### config.mk
export PLATFORM = sky130hd
export DESIGN_NAME = haptic_pulse_pattern_sequencer
export DESIGN_NICKNAME = d
export VERILOG_FILES = /design/src/hw/rtl/hpps_pkg.sv /design/src/hw/rtl/hpps_cfg.sv /design/src/hw/rtl/hpps_seq.sv /design/src/hw/rtl/haptic_pulse_pattern_sequencer.sv
export VERILOG_INCLUDE_DIRS = /design/src /design/src/hw/rtl
export SDC_FILE = /design/constraint.sdc
export NUM_CORES = 1
export LEC_CHECK = 0
export ABC_AREA = 1
export BUFFER_PORTS_ARGS = -buffer_cell sky130_fd_sc_hd__buf_4
export CAP_MARGIN = 20
export CELL_PAD_IN_SITES_DETAIL_PLACEMENT = 1
export CELL_PAD_IN_SITES_GLOBAL_PLACEMENT = 1
export CORE_MARGIN = 4
export CORE_UTILIZATION = 39
export CTS_CLUSTER_SIZE = 20
export DETAILED_ROUTE_END_ITERATION = 12
export GPL_TIMING_DRIVEN = 0
export PLACE_DENSITY_LB_ADDON = 0.25
export REMOVE_ABC_BUFFERS = 1
export SYNTH_ARGS = -nofsm -noshare
export SYNTH_HDL_FRONTEND = slang
export SYNTH_HIERARCHICAL = 1
export SYNTH_SLANG_ARGS = --single-unit
### constraint.sdc
create_clock -name clk -period 4.3 [get_ports clk]
set_input_delay 0.86 -clock clk [delete_from_list [all_inputs] [get_ports clk]]
set_output_delay 0.86 -clock clk [all_outputs]
set_load 0.05 [all_outputs]
### src/hw/rtl/haptic_pulse_pattern_sequencer_macros.svh
// Assertion macros for the haptic pulse pattern sequencer RTL.
`ifndef HAPTIC_PULSE_PATTERN_SEQUENCER_MACROS_SVH
`define HAPTIC_PULSE_PATTERN_SEQUENCER_MACROS_SVH

`ifndef SYNTHESIS
`define HPPS_ASSERT_IMP(label, ante, cons) \
	label: assert property (@(posedge clk) disable iff (!arst_n) (ante) |-> (cons)) \
		else $error("hpps assertion failed");
`define HPPS_ASSERT_NXT(label, ante, cons) \
	label: assert property (@(posedge clk) disable iff (!arst_n) (ante) |=> (cons)) \
		else $error("hpps assertion failed");
`else
`define HPPS_ASSERT_IMP(label, ante, cons)
`define HPPS_ASSERT_NXT(label, ante, cons)
`endif

`endif

### src/hw/rtl/hpps_pkg.sv
// Package with types, codes and segment functions of the haptic pulse pattern sequencer.
package hpps_pkg;

	localparam int CFG_IDX_W  = 3;
	localparam int CFG_DATA_W = 16;

	localparam logic [CFG_IDX_W-1:0] REG_FULL_DUTY  = 3'd0;
	localparam logic [CFG_IDX_W-1:0] REG_RAMP_STEP  = 3'd1;
	localparam logic [CFG_IDX_W-1:0] REG_SHORT_HOLD = 3'd2;
	localparam logic [CFG_IDX_W-1:0] REG_LONG_HOLD  = 3'd3;
	localparam logic [CFG_IDX_W-1:0] REG_GAP        = 3'd4;
	localparam logic [CFG_IDX_W-1:0] REG_TIMEOUT    = 3'd5;

	localparam logic [1:0] OP_TICK      = 2'd0;
	localparam logic [1:0] OP_REQUEST   = 2'd1;
	localparam logic [1:0] OP_FORCE_OFF = 2'd2;

	localparam logic [1:0] LVL_NONE = 2'd0;
	localparam logic [1:0] LVL_DUO  = 2'd2;
	localparam logic [1:0] LVL_LONG = 2'd3;

	localparam logic [3:0] PULSE_SEGS = 4'd6;
	localparam logic [3:0] DUO_SEGS   = 4'd13;
	localparam logic [3:0] SEG_GAP    = 4'd6;
	localparam logic [3:0] SEG_SECOND = 4'd7;

	localparam logic [3:0] POS_UP33 = 4'd0;
	localparam logic [3:0] POS_UP66 = 4'd1;
	localparam logic [3:0] POS_FULL = 4'd2;
	localparam logic [3:0] POS_HOLD = 4'd3;
	localparam logic [3:0] POS_DN66 = 4'd4;

	localparam logic [15:0] ELAPSED_MAX = 16'hFFFF;

	// Reciprocals of 100 that give exact quotients for 20-bit and 21-bit dividends.
	localparam logic [20:0] RECIP_100_K27 = 21'd1342178;
	localparam logic [21:0] RECIP_100_K28 = 22'd2684355;

	localparam logic [13:0] FULL_DUTY_RST  = 14'd8000;
	localparam logic [13:0] DUTY33_RST     = 14'd2640;
	localparam logic [13:0] DUTY66_RST     = 14'd5280;
	localparam logic [9:0]  RAMP_STEP_RST  = 10'd30;
	localparam logic [11:0] SHORT_HOLD_RST = 12'd180;
	localparam logic [11:0] LONG_HOLD_RST  = 12'd450;
	localparam logic [11:0] GAP_RST        = 12'd100;
	localparam logic [15:0] TIMEOUT_RST    = 16'd1000;

	typedef struct packed {
		logic [13:0] full_duty;
		logic [13:0] duty33;
		logic [13:0] duty66;
		logic [9:0]  ramp_step;
		logic [11:0] short_hold;
		logic [11:0] long_hold;
		logic [11:0] gap;
		logic [15:0] timeout;
	} cfg_t;

	typedef struct packed {
		logic [11:0] ticks;
		logic [13:0] duty;
	} seg_t;

	typedef struct packed {
		logic        ok;
		logic [3:0]  seg;
		logic [11:0] ticks;
		logic [13:0] duty;
	} entry_t;

	typedef struct packed {
		logic [13:0] duty;
		logic        busy;
		logic        fin;
	} result_t;

	// floor(m * 33 / 100)
	function automatic logic [13:0] duty_pct33(input logic [13:0] m);
		logic [19:0] x;
		logic [40:0] p;
		x = ({6'b0, m} << 5) + {6'b0, m};
		p = {21'b0, x} * {20'b0, RECIP_100_K27};
		return p[40:27];
	endfunction

	// floor(m * 66 / 100)
	function automatic logic [13:0] duty_pct66(input logic [13:0] m);
		logic [20:0] x;
		logic [42:0] p;
		x = ({7'b0, m} << 6) + {6'b0, m, 1'b0};
		p = {22'b0, x} * {21'b0, RECIP_100_K28};
		return p[41:28];
	endfunction

	function automatic seg_t seg_info(input logic [3:0] idx, input logic [1:0] pl,
		input cfg_t c);
		logic [3:0]  pos;
		logic [11:0] ramp;
		logic [11:0] hold;
		seg_t        s;
		ramp = (c.ramp_step == '0) ? 12'd1 : {2'b0, c.ramp_step};
		hold = (pl == LVL_LONG) ? c.long_hold : c.short_hold;
		pos = idx;
		if (pl == LVL_DUO && idx >= PULSE_SEGS) begin
			pos = idx - SEG_SECOND;
		end
		case (pos)
			POS_UP33: s = '{ticks: ramp, duty: c.duty33};
			POS_UP66: s = '{ticks: ramp, duty: c.duty66};
			POS_FULL: s = '{ticks: ramp, duty: c.full_duty};
			POS_HOLD: s = '{ticks: hold, duty: c.full_duty};
			POS_DN66: s = '{ticks: ramp, duty: c.duty66};
			default:  s = '{ticks: ramp, duty: c.duty33};
		endcase
		if (pl == LVL_DUO && idx == SEG_GAP) begin
			s = '{ticks: c.gap, duty: 14'd0};
		end
		return s;
	endfunction

	// Only a hold or a gap can be empty, and a ramp always follows either,
	// so at most one segment is ever skipped.
	function automatic entry_t enter_from(input logic [3:0] idx, input logic [1:0] pl,
		input cfg_t c);
		logic [3:0] nseg;
		logic [3:0] idx1;
		seg_t       a;
		seg_t       b;
		entry_t     e;
		nseg = (pl == LVL_DUO) ? DUO_SEGS : PULSE_SEGS;
		idx1 = idx + 4'd1;
		a = seg_info(idx, pl, c);
		b = seg_info(idx1, pl, c);
		if (idx < nseg && a.ticks != '0) begin
			e = '{ok: 1'b1, seg: idx, ticks: a.ticks, duty: a.duty};
		end else if (idx1 < nseg && b.ticks != '0) begin
			e = '{ok: 1'b1, seg: idx1, ticks: b.ticks, duty: b.duty};
		end else begin
			e = '0;
		end
		return e;
	endfunction

endpackage

### src/hw/rtl/hpps_cfg.sv
// Configuration registers with the scaled 33% and 66% duty levels.
module hpps_cfg (
	input  logic                            clk,
	input  logic                            arst_n,
	input  logic                            cfg_write_en,
	input  logic [hpps_pkg::CFG_IDX_W-1:0]  cfg_index,
	input  logic [hpps_pkg::CFG_DATA_W-1:0] cfg_data,
	output hpps_pkg::cfg_t                  cfg
);
	import hpps_pkg::*;

	cfg_t cfg_q;

	always_ff @(posedge clk or negedge arst_n) begin
		if (!arst_n) begin
			cfg_q.full_duty  <= FULL_DUTY_RST;
			cfg_q.duty33     <= DUTY33_RST;
			cfg_q.duty66     <= DUTY66_RST;
			cfg_q.ramp_step  <= RAMP_STEP_RST;
			cfg_q.short_hold <= SHORT_HOLD_RST;
			cfg_q.long_hold  <= LONG_HOLD_RST;
			cfg_q.gap        <= GAP_RST;
			cfg_q.timeout    <= TIMEOUT_RST;
		end else if (cfg_write_en) begin
			case (cfg_index)
				REG_FULL_DUTY: begin
					cfg_q.full_duty <= cfg_data[13:0];
					cfg_q.duty33    <= duty_pct33(cfg_data[13:0]);
					cfg_q.duty66    <= duty_pct66(cfg_data[13:0]);
				end
				REG_RAMP_STEP:  cfg_q.ramp_step  <= cfg_data[9:0];
				REG_SHORT_HOLD: cfg_q.short_hold <= cfg_data[11:0];
				REG_LONG_HOLD:  cfg_q.long_hold  <= cfg_data[11:0];
				REG_GAP:        cfg_q.gap        <= cfg_data[11:0];
				REG_TIMEOUT:    cfg_q.timeout    <= cfg_data[15:0];
				default: ;
			endcase
		end
	end

	assign cfg = cfg_q;

endmodule

### src/hw/rtl/hpps_seq.sv
// Pattern state and the single-pass update for one transaction.
`include "haptic_pulse_pattern_sequencer_macros.svh"

module hpps_seq (
	input  logic              clk,
	input  logic              arst_n,
	input  logic              step,
	input  logic [1:0]        op,
	input  logic [1:0]        lvl,
	input  hpps_pkg::cfg_t    cfg,
	output hpps_pkg::result_t res
);
	import hpps_pkg::*;

	logic [1:0]  pending_q;
	logic        busy_q;
	logic [1:0]  playing_q;
	logic [3:0]  seg_q;
	logic [11:0] ticks_q;
	logic [15:0] elapsed_q;
	logic [13:0] duty_q;

	logic [1:0]  pending_n;
	logic        busy_n;
	logic [1:0]  playing_n;
	logic [3:0]  seg_n;
	logic [11:0] ticks_n;
	logic [15:0] elapsed_n;
	logic [13:0] duty_n;
	logic        fin_n;

	always_comb begin
		logic [15:0] el_inc;
		logic [1:0]  lvl_max;
		entry_t      e;
		pending_n = pending_q;
		busy_n    = busy_q;
		playing_n = playing_q;
		seg_n     = seg_q;
		ticks_n   = ticks_q;
		elapsed_n = elapsed_q;
		duty_n    = duty_q;
		fin_n     = 1'b0;
		el_inc    = (elapsed_q == ELAPSED_MAX) ? elapsed_q : elapsed_q + 16'd1;
		lvl_max   = (lvl > pending_q) ? lvl : pending_q;
		e         = '0;
		case (op)
			OP_TICK: begin
				if (busy_q) begin
					e = enter_from(seg_q + 4'd1, playing_q, cfg);
					elapsed_n = el_inc;
					if (el_inc > cfg.timeout) begin
						fin_n = 1'b1;
					end else if (ticks_q <= 12'd1) begin
						if (e.ok) begin
							seg_n   = e.seg;
							ticks_n = e.ticks;
							duty_n  = e.duty;
						end else begin
							fin_n = 1'b1;
						end
					end else begin
						ticks_n = ticks_q - 12'd1;
					end
				end
			end
			OP_REQUEST: begin
				if (lvl != LVL_NONE) begin
					pending_n = lvl_max;
					if (!busy_q) begin
						e = enter_from(4'd0, lvl_max, cfg);
						pending_n = LVL_NONE;
						playing_n = lvl_max;
						busy_n    = 1'b1;
						elapsed_n = '0;
						seg_n     = e.seg;
						ticks_n   = e.ticks;
						duty_n    = e.duty;
					end
				end
			end
			OP_FORCE_OFF: fin_n = 1'b1;
			default: ;
		endcase
		// Every finish, whether timeout, end of pattern or force-off, clears the pattern.
		if (fin_n) begin
			busy_n    = 1'b0;
			playing_n = LVL_NONE;
			seg_n     = '0;
			ticks_n   = '0;
			elapsed_n = '0;
			duty_n    = '0;
		end
	end

	always_ff @(posedge clk or negedge arst_n) begin
		if (!arst_n) begin
			pending_q <= LVL_NONE;
			busy_q    <= 1'b0;
			playing_q <= LVL_NONE;
			seg_q     <= '0;
			ticks_q   <= '0;
			elapsed_q <= '0;
			duty_q    <= '0;
		end else if (step) begin
			pending_q <= pending_n;
			busy_q    <= busy_n;
			playing_q <= playing_n;
			seg_q     <= seg_n;
			ticks_q   <= ticks_n;
			elapsed_q <= elapsed_n;
			duty_q    <= duty_n;
		end
	end

	assign res = '{duty: duty_n, busy: busy_n, fin: fin_n};

	`HPPS_ASSERT_IMP(a_idle_no_duty, !busy_q, duty_q == '0 && ticks_q == '0)
	`HPPS_ASSERT_IMP(a_busy_seg_range, busy_q, seg_q < DUO_SEGS && ticks_q != '0)
	`HPPS_ASSERT_NXT(a_force_off_stops, step && op == OP_FORCE_OFF, !busy_q && duty_q == '0)
	`HPPS_ASSERT_IMP(a_fin_ends_busy, step && fin_n, !busy_n)

endmodule

### src/hw/rtl/haptic_pulse_pattern_sequencer.sv
// Top level of the haptic pulse pattern sequencer: input stage, sequencer and result register.
//
// Every accepted transaction (a millisecond tick, a level request or a force-off) yields exactly
// one result transaction carrying the motor duty in hundredths of a percent, the busy flag and a
// one-transaction finished flag. One transaction is taken per clock while not stalled; a
// transaction is registered on entry, the pattern state is updated in a single combinational
// pass, and the result is written to an output register at the clock edge after acceptance
// unless an earlier result is still stalled. Input and output stages both hold while the result
// is stalled, so a stalled result never loses or repeats a transaction. Configuration writes take
// effect at the next clock and must only be issued while no transaction is in flight.
module haptic_pulse_pattern_sequencer (
	input  logic                            clk,
	input  logic                            arst_n,
	input  logic                            cfg_write_en,
	input  logic [hpps_pkg::CFG_IDX_W-1:0]  cfg_index,
	input  logic [hpps_pkg::CFG_DATA_W-1:0] cfg_data,
	input  logic                            in_valid,
	output logic                            in_stall,
	input  logic [1:0]                      operation,
	input  logic [1:0]                      level,
	output logic                            out_valid,
	input  logic                            out_stall,
	output logic [13:0]                     duty_hundredths,
	output logic                            busy_res,
	output logic                            finished
);
	import hpps_pkg::*;

	cfg_t        cfg;
	result_t     res;
	logic        valid_s1;
	logic [1:0]  op_s1;
	logic [1:0]  lvl_s1;
	logic        advance;
	logic        out_valid_q;
	result_t     res_q;

	assign advance  = valid_s1 && (!out_valid_q || !out_stall);
	assign in_stall = valid_s1 && !advance;

	always_ff @(posedge clk or negedge arst_n) begin
		if (!arst_n) begin
			valid_s1 <= 1'b0;
		end else if (!in_stall) begin
			valid_s1 <= in_valid;
		end
	end

	always_ff @(posedge clk) begin
		if (in_valid && !in_stall) begin
			op_s1  <= operation;
			lvl_s1 <= level;
		end
	end

	hpps_cfg u_cfg (
		.clk          (clk),
		.arst_n       (arst_n),
		.cfg_write_en (cfg_write_en),
		.cfg_index    (cfg_index),
		.cfg_data     (cfg_data),
		.cfg          (cfg)
	);

	hpps_seq u_seq (
		.clk    (clk),
		.arst_n (arst_n),
		.step   (advance),
		.op     (op_s1),
		.lvl    (lvl_s1),
		.cfg    (cfg),
		.res    (res)
	);

	always_ff @(posedge clk or negedge arst_n) begin
		if (!arst_n) begin
			out_valid_q <= 1'b0;
		end else if (advance) begin
			out_valid_q <= 1'b1;
		end else if (!out_stall) begin
			out_valid_q <= 1'b0;
		end
	end

	always_ff @(posedge clk) begin
		if (advance) begin
			res_q <= res;
		end
	end

	assign out_valid       = out_valid_q;
	assign duty_hundredths = res_q.duty;
	assign busy_res        = res_q.busy;
	assign finished        = res_q.fin;

endmodule

* Word-level counts from Yosys, hierarchy flattened
Index checks and enable logic that the tools add are counted.
** Operators by class
- Multiplexer cells :: 76
- Magnitude comparators :: 9
- Reduce and logical (&&, ||, !) cells :: 40
- $add $sub $neg :: 8
- $mul :: 2
- Equal/unequal tests :: 30
** Operators with widths (number)
- 26-bit 2-to-1 mux :: 12
- 26-bit one-hot mux with 3 select lines :: 2
- 31-bit 2-to-1 mux :: 4
- 14-bit 2-to-1 mux :: 7
- 12-bit 2-to-1 mux :: 8
- 16-bit 2-to-1 mux :: 5
- 4-bit 2-to-1 mux :: 15
- 12-bit nonzero test :: 4
- 21-bit by 22-bit multiplier with 42-bit output (second input constant) :: 1
- 20-bit by 20-bit multiplier with 40-bit output (second input constant) :: 1
- 16-bit one-hot mux with 2 select lines :: 1
- 30-bit 2-to-1 mux :: 1
- 14-bit one-hot mux with 2 select lines :: 1
- 27-bit 2-to-1 mux :: 1
- 12-bit one-hot mux with 2 select lines :: 1
- 20-bit by 15-bit adder with 21-bit output :: 1
- 19-bit by 14-bit adder with 20-bit output :: 1
- 16-bit by 1-bit adder with 16-bit output (second input constant) :: 1
- 16-bit == test (second input constant) :: 1
- 4-bit by 2-bit == test with 1-bit output (second input constant) :: 4
- 4-bit by 3-bit == test with 1-bit output (second input constant) :: 4
- 16-bit greater-than comparator :: 1
- 12-bit by 1-bit <= comparator with 1-bit output (second input constant) :: 1
- 2-bit 2-to-1 mux :: 6
- 38 further kinds :: 81
** Storage, ports and cells
- Input bits :: 28
- Output and inout bits :: 18
- Logic and storage cells :: 187
- Flip-flop bits (word level) :: 177

* Longest topological paths before layout
Gate-level depths: netlist of run 1.
- Depth in word-level cells :: 26
- Mapped depth :: 41

* By module
The synthesis of run 1 kept the hierarchy.
** By module, submodules not included
- hpps_cfg :: area each 19960.4 um2, seq. area each 2646.3 um2, instances 1, cells an instance 2342
- hpps_seq :: area each 6715.2 um2, seq. area each 1276.2 um2, instances 1, cells an instance 1157
- haptic_pulse_pattern_sequencer :: area each 695.7 um2, seq. area each 650.6 um2, instances 1, cells an instance 32

* Worst setup path after synthesis of run 1
No wires, ideal clock.
- Path kind :: input to register
- Start point :: input cfg_data[1] in the netlist's numbering
- End point :: register u_cfg.cfg_q, in the netlist u_cfg/cfg[84]
- Library setup time :: 118 ps
- Path slack :: -3163 ps
- Data arrival time :: 7345 ps
- Stages :: 27
- Buffers on the path :: 0
- Cell sequence :: inv_1 > fa_1 > inv_1 > a21oi_1 > o21ai_0 > xor2_1 > inv_1 > ha_1 > fa_1 > fa_1 > fa_1 > inv_1 > fa_1 > inv_1 > fa_1 > inv_1 > fa_1 > inv_1 > ha_1 > a21oi_1 > o21ai_0 > a21oi_1 > nor2_1 > nor2_1 > nand3b_1 > nand3_1 > nand2_1
** On the way
- Longest elaborated chain between the ends :: 2
** Ends and longest elaborated chain
- start: declaration :: line haptic_pulse_pattern_sequencer.sv:16 : input logic [hpps_pkg::CFG_DATA_W-1:0] cfg_data,
- 19-bit by 14-bit adder with 20-bit output :: line hpps_pkg.sv:81 : x = ({6'b0, m} << 5) + {6'b0, m};
- 20-bit by 20-bit multiplier with 40-bit output :: line hpps_pkg.sv:82 : p = {21'b0, x} * {20'b0, RECIP_100_K27};
- end: declaration :: line hpps_cfg.sv:12 : cfg_t cfg_q;
Every way passes these cells.
A chain may end at the register's enable or synchronous reset.

* Worst setup path in the final report of run 1
- Start point :: input cfg_data[6] in the netlist's numbering
- End point :: register u_cfg.cfg_q, in the netlist u_cfg/cfg[76]
Same word-level chain as after synthesis.

==> results of run 1 <==
## how the worst max path moves through the flow
stage / endpoint
after global placement: u_cfg/cfg[75]$_DFFE_PN0P_
after floorplan: u_cfg/cfg[84]$_DFFE_PN0P_
final: u_cfg/cfg[76]$_DFFE_PN0P_
after detailed placement: u_cfg/cfg[75]$_DFFE_PN0P_
after global routing: u_cfg/cfg[84]$_DFFE_PN0P_
after CTS: u_cfg/cfg[88]$_DFFE_PN0P_
## per-layer routing
layer | part of all wire (%) | vias to the layer above
li1 | - | 11575
met1 | 40 | 12798
met2 | 48 | 813
met3 | 5.8 | 340
met4 | 6.1 | 0
met5 | 0 | -
## state kept, by name, indices dropped and copies added (netlist names)
signal,flops
u_cfg/cfg,104
u_seq/elapsed_q,16
duty_hundredths,14
u_seq/duty_q,14
u_seq/ticks_q,12
u_seq/seg_q,4
lvl_s1,2
op_s1,2
u_seq/pending_q,2
u_seq/playing_q,2
busy_res,1
finished,1
out_valid,1
u_seq/busy_q,1
valid_s1,1
## stage by stage
stage,cells,hold WS [ns],TNS [ns],util [%],setup slack (ns)
final,4644,0.372,-74.30,49.8,-2.78
after global routing,4643,0.414,-77.91,49.8,-2.91
after CTS,4608,0.407,-67.64,48.1,-2.53
after global placement,4435,0.462,-288.87,41.3,-6.03
after floorplan,3459,0.448,-85.67,-,-3.18
after detailed placement,4451,0.466,-268.33,41.8,-5.77
## synth_stat cells, types with 30 or more instances
library cell	instances	area, um^2
a21oi_1	137	686
clkbuf_1	43	161
dfrtp_1	122	3050
dfstp_2	35	920
fa_1	283	5670
ha_1	434	5430
inv_1	678	2540
nand2_1	779	2920
nand3_1	247	1240
nand4_1	39	244
nor2_1	244	916
nor3_1	30	150
o21ai_0	182	911
## area by class of cell
cell class	count	area (um^2)	share of cell area, %
repair buffers	217	2160	6.29
clock buffers	17	425	1.24
well taps	931	1160	3.39
clock inverters	15	186	0.542
flip-flops and latches	177	4570	13.3
inverters	689	2660	7.72
diodes	2	5.00	0.0146
multi-input cells	2596	23200	67.5
## cells by family after synthesis
family,share of synthesized area (%)
compound gates,8.05
fa+ha+maj,40.5
buf+inv,10.7
xor+xnor,1.17
flops,16.7
simple gates,22.3
mux,0.539
## timing repair
item,in CTS,in global routing
endpoints found under the setup margin,93,91
resized for setup,590,211
gates cloned,3,0
pin swaps,217,165
setup buffers,123,34
==> flow_summary.json, run 1 <==
{
  "cp_slowest_cell": "fa_1",
  "timing.final.ws_setup_ns": -2.78,
  "placedInstanceArea_um2": 28900,
  "hp-class": "primary input to asynchronous set/reset pin",
  "globalRouteMet3Util_pct": 5.18,
  "cts_buffers": 17,
  "reg2reg_depth": 22,
  "fin_crit_sh_pct": 165,
  "fp.dieH_um": 273,
  "first_iter_violations": 1794,
  "wire_per_inst_um": 23.8,
  "cts_hold_buf": 0,
  "start_util_pct": 39.6,
  "netlist_area_um2": 27400,
  "crit_family": "adder cells",
  "via_per_inst": 5.50,
  "final_common_cell": "nand2_1",
  "ant_nets": 0,
  "vias": 25526,
  "ys_async_sr_fraction_pct": 88.7,
  "r2r_end": "duty_hundredths[12]$_DFFE_PP_",
  "antenna_found_initial": 2,
  "fp.dieW_um": 273,
  "layout-drive-gt1-share_pct": 23.6,
  "synthDistinctLibCells": 57,
  "synth.avg_cell_area_um2": 7.75,
  "synth_edf_count": 20,
  "worstMarginPinSlew_ns": 1.08,
  "grt_max_degree": 82,
  "rsz0062_at_grt": "true",
  "nets": 4443,
  "netlist_instances": 3531,
  "fillers": 8128,
  "routabilityCongestion": 0.946,
  "cts_tree": "built",
  "htreeDepth": 4,
  "outcome": "complete, but fails checks",
  "final_max_slew_viol_count": 0,
  "cp_num_cells": 30,
  "setup_violations": 28,
  "grt_use_met2_pct": 49.6,
  "grt_usage_pct": 28.7,
  "worstSkewPairLatency_ns": 0.46,
  "clock-sinks": 177,
  "cp_common_cell": "fa_1",
  "clk_pin_slew_worst_paths_ns": 0.08,
  "fmax_ghz": 0.141,
  "maxCapViolCount": 0,
  "synthToLayoutAreaGrowth_pct": 25.6,
  "cp-startpoint": "cfg_data[6]",
  "startpoint_type": "primary input",
  "violations": "negative setup slack",
  "hold_violations": 0,
  "num_rows": 96,
  "finalInstanceArea_um2": 34400,
  "grt_use_met1_pct": 34.7,
  "cpPeakStageDelay_ns": 0.61,
  "grt_overflow": 0,
  "grt_pass1_wl_um": 163000,
  "critPathRequiredTime_ns": 4.68,
  "crit_fanout": 3,
  "fin_crit_ns": 7.08,
  "layout_common_cells": "673 x nand2_1, 619 x inv_1, 348 x ha_1",
  "yosysSeqAreaShare_pct": 16.7,
  "cts_root_buffer": "clkbuf_16",
  "grt_pass1_vias": 27433,
  "worstPathArrival_ns": 7.45,
  "portBuffers": 45,
  "pin_count": 46,
  "cp-end-kind": "flop",
  "core_um2": 69100,
  "r2r_slack_ns": 0.28,
  "routed_wl_um": 111000,
  "drcViolationCount": 0,
  "synth_ff_type": "dfrtp_1",
  "die_area_um2": 74500,
  "reg2reg_from": "u_seq/elapsed_q[1]$_DFFE_PN0P_",
  "slew_headroom_pct": 28.3,
  "busiest_layer": "met2",
  "first_pass_iters": 6,
  "finalClockSkew_ns": 0.0191,
  "crit_buf_inv": 10,
  "setup.worst_path.class": "primary input to flop",
  "ys_ff_latch": 177,
  "dp_hpwl_um": 77600,
  "clock_path_buffers": 2,
  "yosysWarnings": 6
}
Power of run 1 is not shown: default switching activity piles up to over one toggle a cycle in this logic, so the estimate is an artifact.
==> inputs of run 2 (changes only) <==
--- a/config.mk
+++ b/config.mk
@@ -21,4 +21,3 @@
 export SYNTH_ARGS = -nofsm -noshare
 export SYNTH_HDL_FRONTEND = slang
-export SYNTH_HIERARCHICAL = 1
 export SYNTH_SLANG_ARGS = --single-unit
==> constraint.sdc (replaced) <==
create_clock -name clk -period 4.3 [get_ports clk]
set_input_delay 1.29 -clock clk [delete_from_list [all_inputs] [get_ports clk]]
set_output_delay 1.29 -clock clk [all_outputs]
set_load 0.05 [all_outputs]
==> flow_summary.json, run 2 <==
{
  "outcome": "complete, but fails checks",
  "violations": "negative setup slack",
  "holdWs_ns": 0.490,
  "slew_headroom_pct": 32.6,
  "ys_top_cells_by_count": "590 x inv_1, 556 x nand2_1, 435 x ha_1, 279 x fa_1, 238 x o21ai_0",
  "worstMarginPinSlew_ns": 1.01,
  "yosys.area.top_type": "fa_1",
  "routed_wl_um": 92800,
  "start_util_pct": 39.4,
  "synthDistinctLibCells": 60,
  "synth_ff_type": "dfrtp_1",
  "cts_root_buffer": "clkbuf_16",
  "nets": 3961,
  "synth.avg_cell_area_um2": 8.32,
  "worstSkewPairLatency_ns": 0.49,
  "critPathRequiredTime_ns": 4.67,
  "grt_overflow": 0,
  "hp-class": "flop to flop",
  "netlist.area_leader.share_pct": 21.9,
  "via_per_inst": 5.48,
  "fillers": 7542,
  "core_um2": 64600,
  "final_common_cell": "inv_1",
  "ys_async_sr_fraction_pct": 88.7,
  "first_iter_violations": 1256,
  "placedInstanceArea_um2": 26800,
  "grt_pass1_wl_um": 141000,
  "layout_common_cells": "558 x inv_1, 516 x nand2_1, 361 x ha_1",
  "num_rows": 93,
  "netlist_area_um2": 25500,
  "yosysWarnings": 0,
  "pin_count": 46,
  "worstPathArrival_ns": 8.59,
  "setup.worst_path.class": "primary input to flop",
  "cts_buffers": 17,
  "dp_hpwl_um": 67200,
  "portBuffers": 45,
  "cp_common_cell": "fa_1",
  "synth_edf_count": 20,
  "clock_path_buffers": 2,
  "cp_slowest_cell": "fa_1",
  "routabilityCongestion": 0.898,
  "maxCapViolCount": 0,
  "synth_most_common_cell": "inv_1",
  "synthToLayoutAreaGrowth_pct": 21.8,
  "grt_pass1_vias": 24693,
  "crit_fanout": 4,
  "grt_usage_pct": 25.8,
  "fp.dieW_um": 264,
  "antenna_found_initial": 2,
  "rsz0062_at_grt": "true",
  "fmax_ghz": 0.122,
  "yosysSeqAreaShare_pct": 18.0,
  "hold_violations": 0,
  "first_pass_iters": 5,
  "fin_crit_ns": 8.23,
  "wire_per_inst_um": 22.7,
  "setup_violations": 28,
  "cts_tree": "built",
  "ant_nets": 0,
  "finalInstanceArea_um2": 31000,
  "clk_pin_slew_worst_paths_ns": 0.08,
  "layout-drive-gt1-share_pct": 20.2,
  "fin_crit_sh_pct": 191,
  "synth_area_leaders": "fa_1 22%, ha_1 21%, dfrtp_1 12%, inv_1 8.7%, nand2_1 8.2%",
  "fp.dieH_um": 264,
  "final_max_slew_viol_count": 0,
  "postLayoutCoreUtil_pct": 48.0,
  "timing.final.ws_setup_ns": -3.93,
  "largest_reg_flops": 104,
  "htreeDepth": 4,
  "die_area_um2": 69500,
  "cp-end-kind": "flop",
  "num_antenna_cells": 0,
  "drcViolationCount": 0,
  "ys_ff_latch": 177,
  "startpoint_type": "primary input",
  "clock-sinks": 177,
  "netlist_instances": 3061,
  "cpPeakStageDelay_ns": 0.55,
  "vias": 22393,
  "cts_hold_buf": 0,
  "finalClockSkew_ns": 0.0186,
  "grt_max_degree": 108
}
[run 2: final cells by class]
class,instances,area [um^2],area share [%]
inverters,600,2290,7.39
well taps,855,1070,3.45
flip-flops and latches,177,4570,14.7
multi-input cells,2229,20700,66.6
clock inverters,14,169,0.544
repair buffers,191,1810,5.85
clock buffers,18,429,1.38
repair inverters,3,20.0,0.0645
[run 2: final timing paths]
kind | startpoint | endpoint | slack, ns | cells past startpoint
worst max-delay path | cfg_data[0] | u_cfg.cfg[88]$_DFFE_PN0P_ | -3.93 | 36
worst min-delay path | u_cfg.cfg[33]$_DFFE_PN0P_ | u_cfg.cfg[33]$_DFFE_PN0P_ | 0.49 | 2
worst max register to register | u_seq.elapsed_q[0]$_DFFE_PN0P_ | u_seq.ticks_q[10]$_DFFE_PN0P_ | 0.17 | 28
worst min register to register | u_cfg.cfg[33]$_DFFE_PN0P_ | u_cfg.cfg[33]$_DFFE_PN0P_ | 0.49 | 2
max in group asynchronous | arst_n | u_cfg.cfg[71]$_DFFE_PN0P_ | 2.64 | 2
min in group asynchronous | arst_n | u_seq.elapsed_q[10]$_DFFE_PN0P_ | 0.69 | 1
[run 2: through the flow]
step | worst slack (ns) | TNS (ns) | std cells
after global routing | -4.15 | -109.71 | 4087
after global placement | -6.89 | -491.47 | 3898
final | -3.93 | -103.06 | 4087
after detailed placement | -6.57 | -237.48 | 3911
after CTS | -3.96 | -102.96 | 4042
after floorplan | -4.21 | -188.31 | 2998
[run 2: what timing repair did]
item | in CTS | in global routing
setup buffers | 94 | 39
pin swaps | 129 | 115
gates cloned | 6 | 7
resized for setup | 355 | 130
endpoints found under the setup margin | 93 | 91
[run 2: metal layers]
| layer | vias to the layer above | global-route usage, % | wire length (um) |
|---|---|---|---|
| met1 | 11464 | 31.6 | 37800 |
| li1 | 10184 | - | - |
| met4 | 4 | 9.90 | 4600 |
| met2 | 531 | 46.0 | 46600 |
| met5 | - | 0 | 27 |
| met3 | 210 | 3.75 | 3790 |
[run 2: kinds of logic after synthesis]
family                   after synthesis  synth area share (%)
AND/OR/NAND/NOR                      968                  16.4
adder cells (fa/ha/maj)              714                  43.3
buffers and inverters                663                  10.1
AO/OA/AOI/OAI                        483                  10.3
flip-flops                           177                  18.0
XOR/XNOR                              45                  1.55
multiplexers                          11                 0.486
[run 2: critical path, delay by kind of cell]
family | cells | cell delay (ns)
buffers and inverters | 6 | 0.76
AOI/OAI and AO/OA | 12 | 1.62
xor gates and xnor gates | 1 | 0.24
adders and majority gates | 10 | 3.85
and+or+nand+nor | 7 | 0.82
Power of run 2 is left out for the same reason.
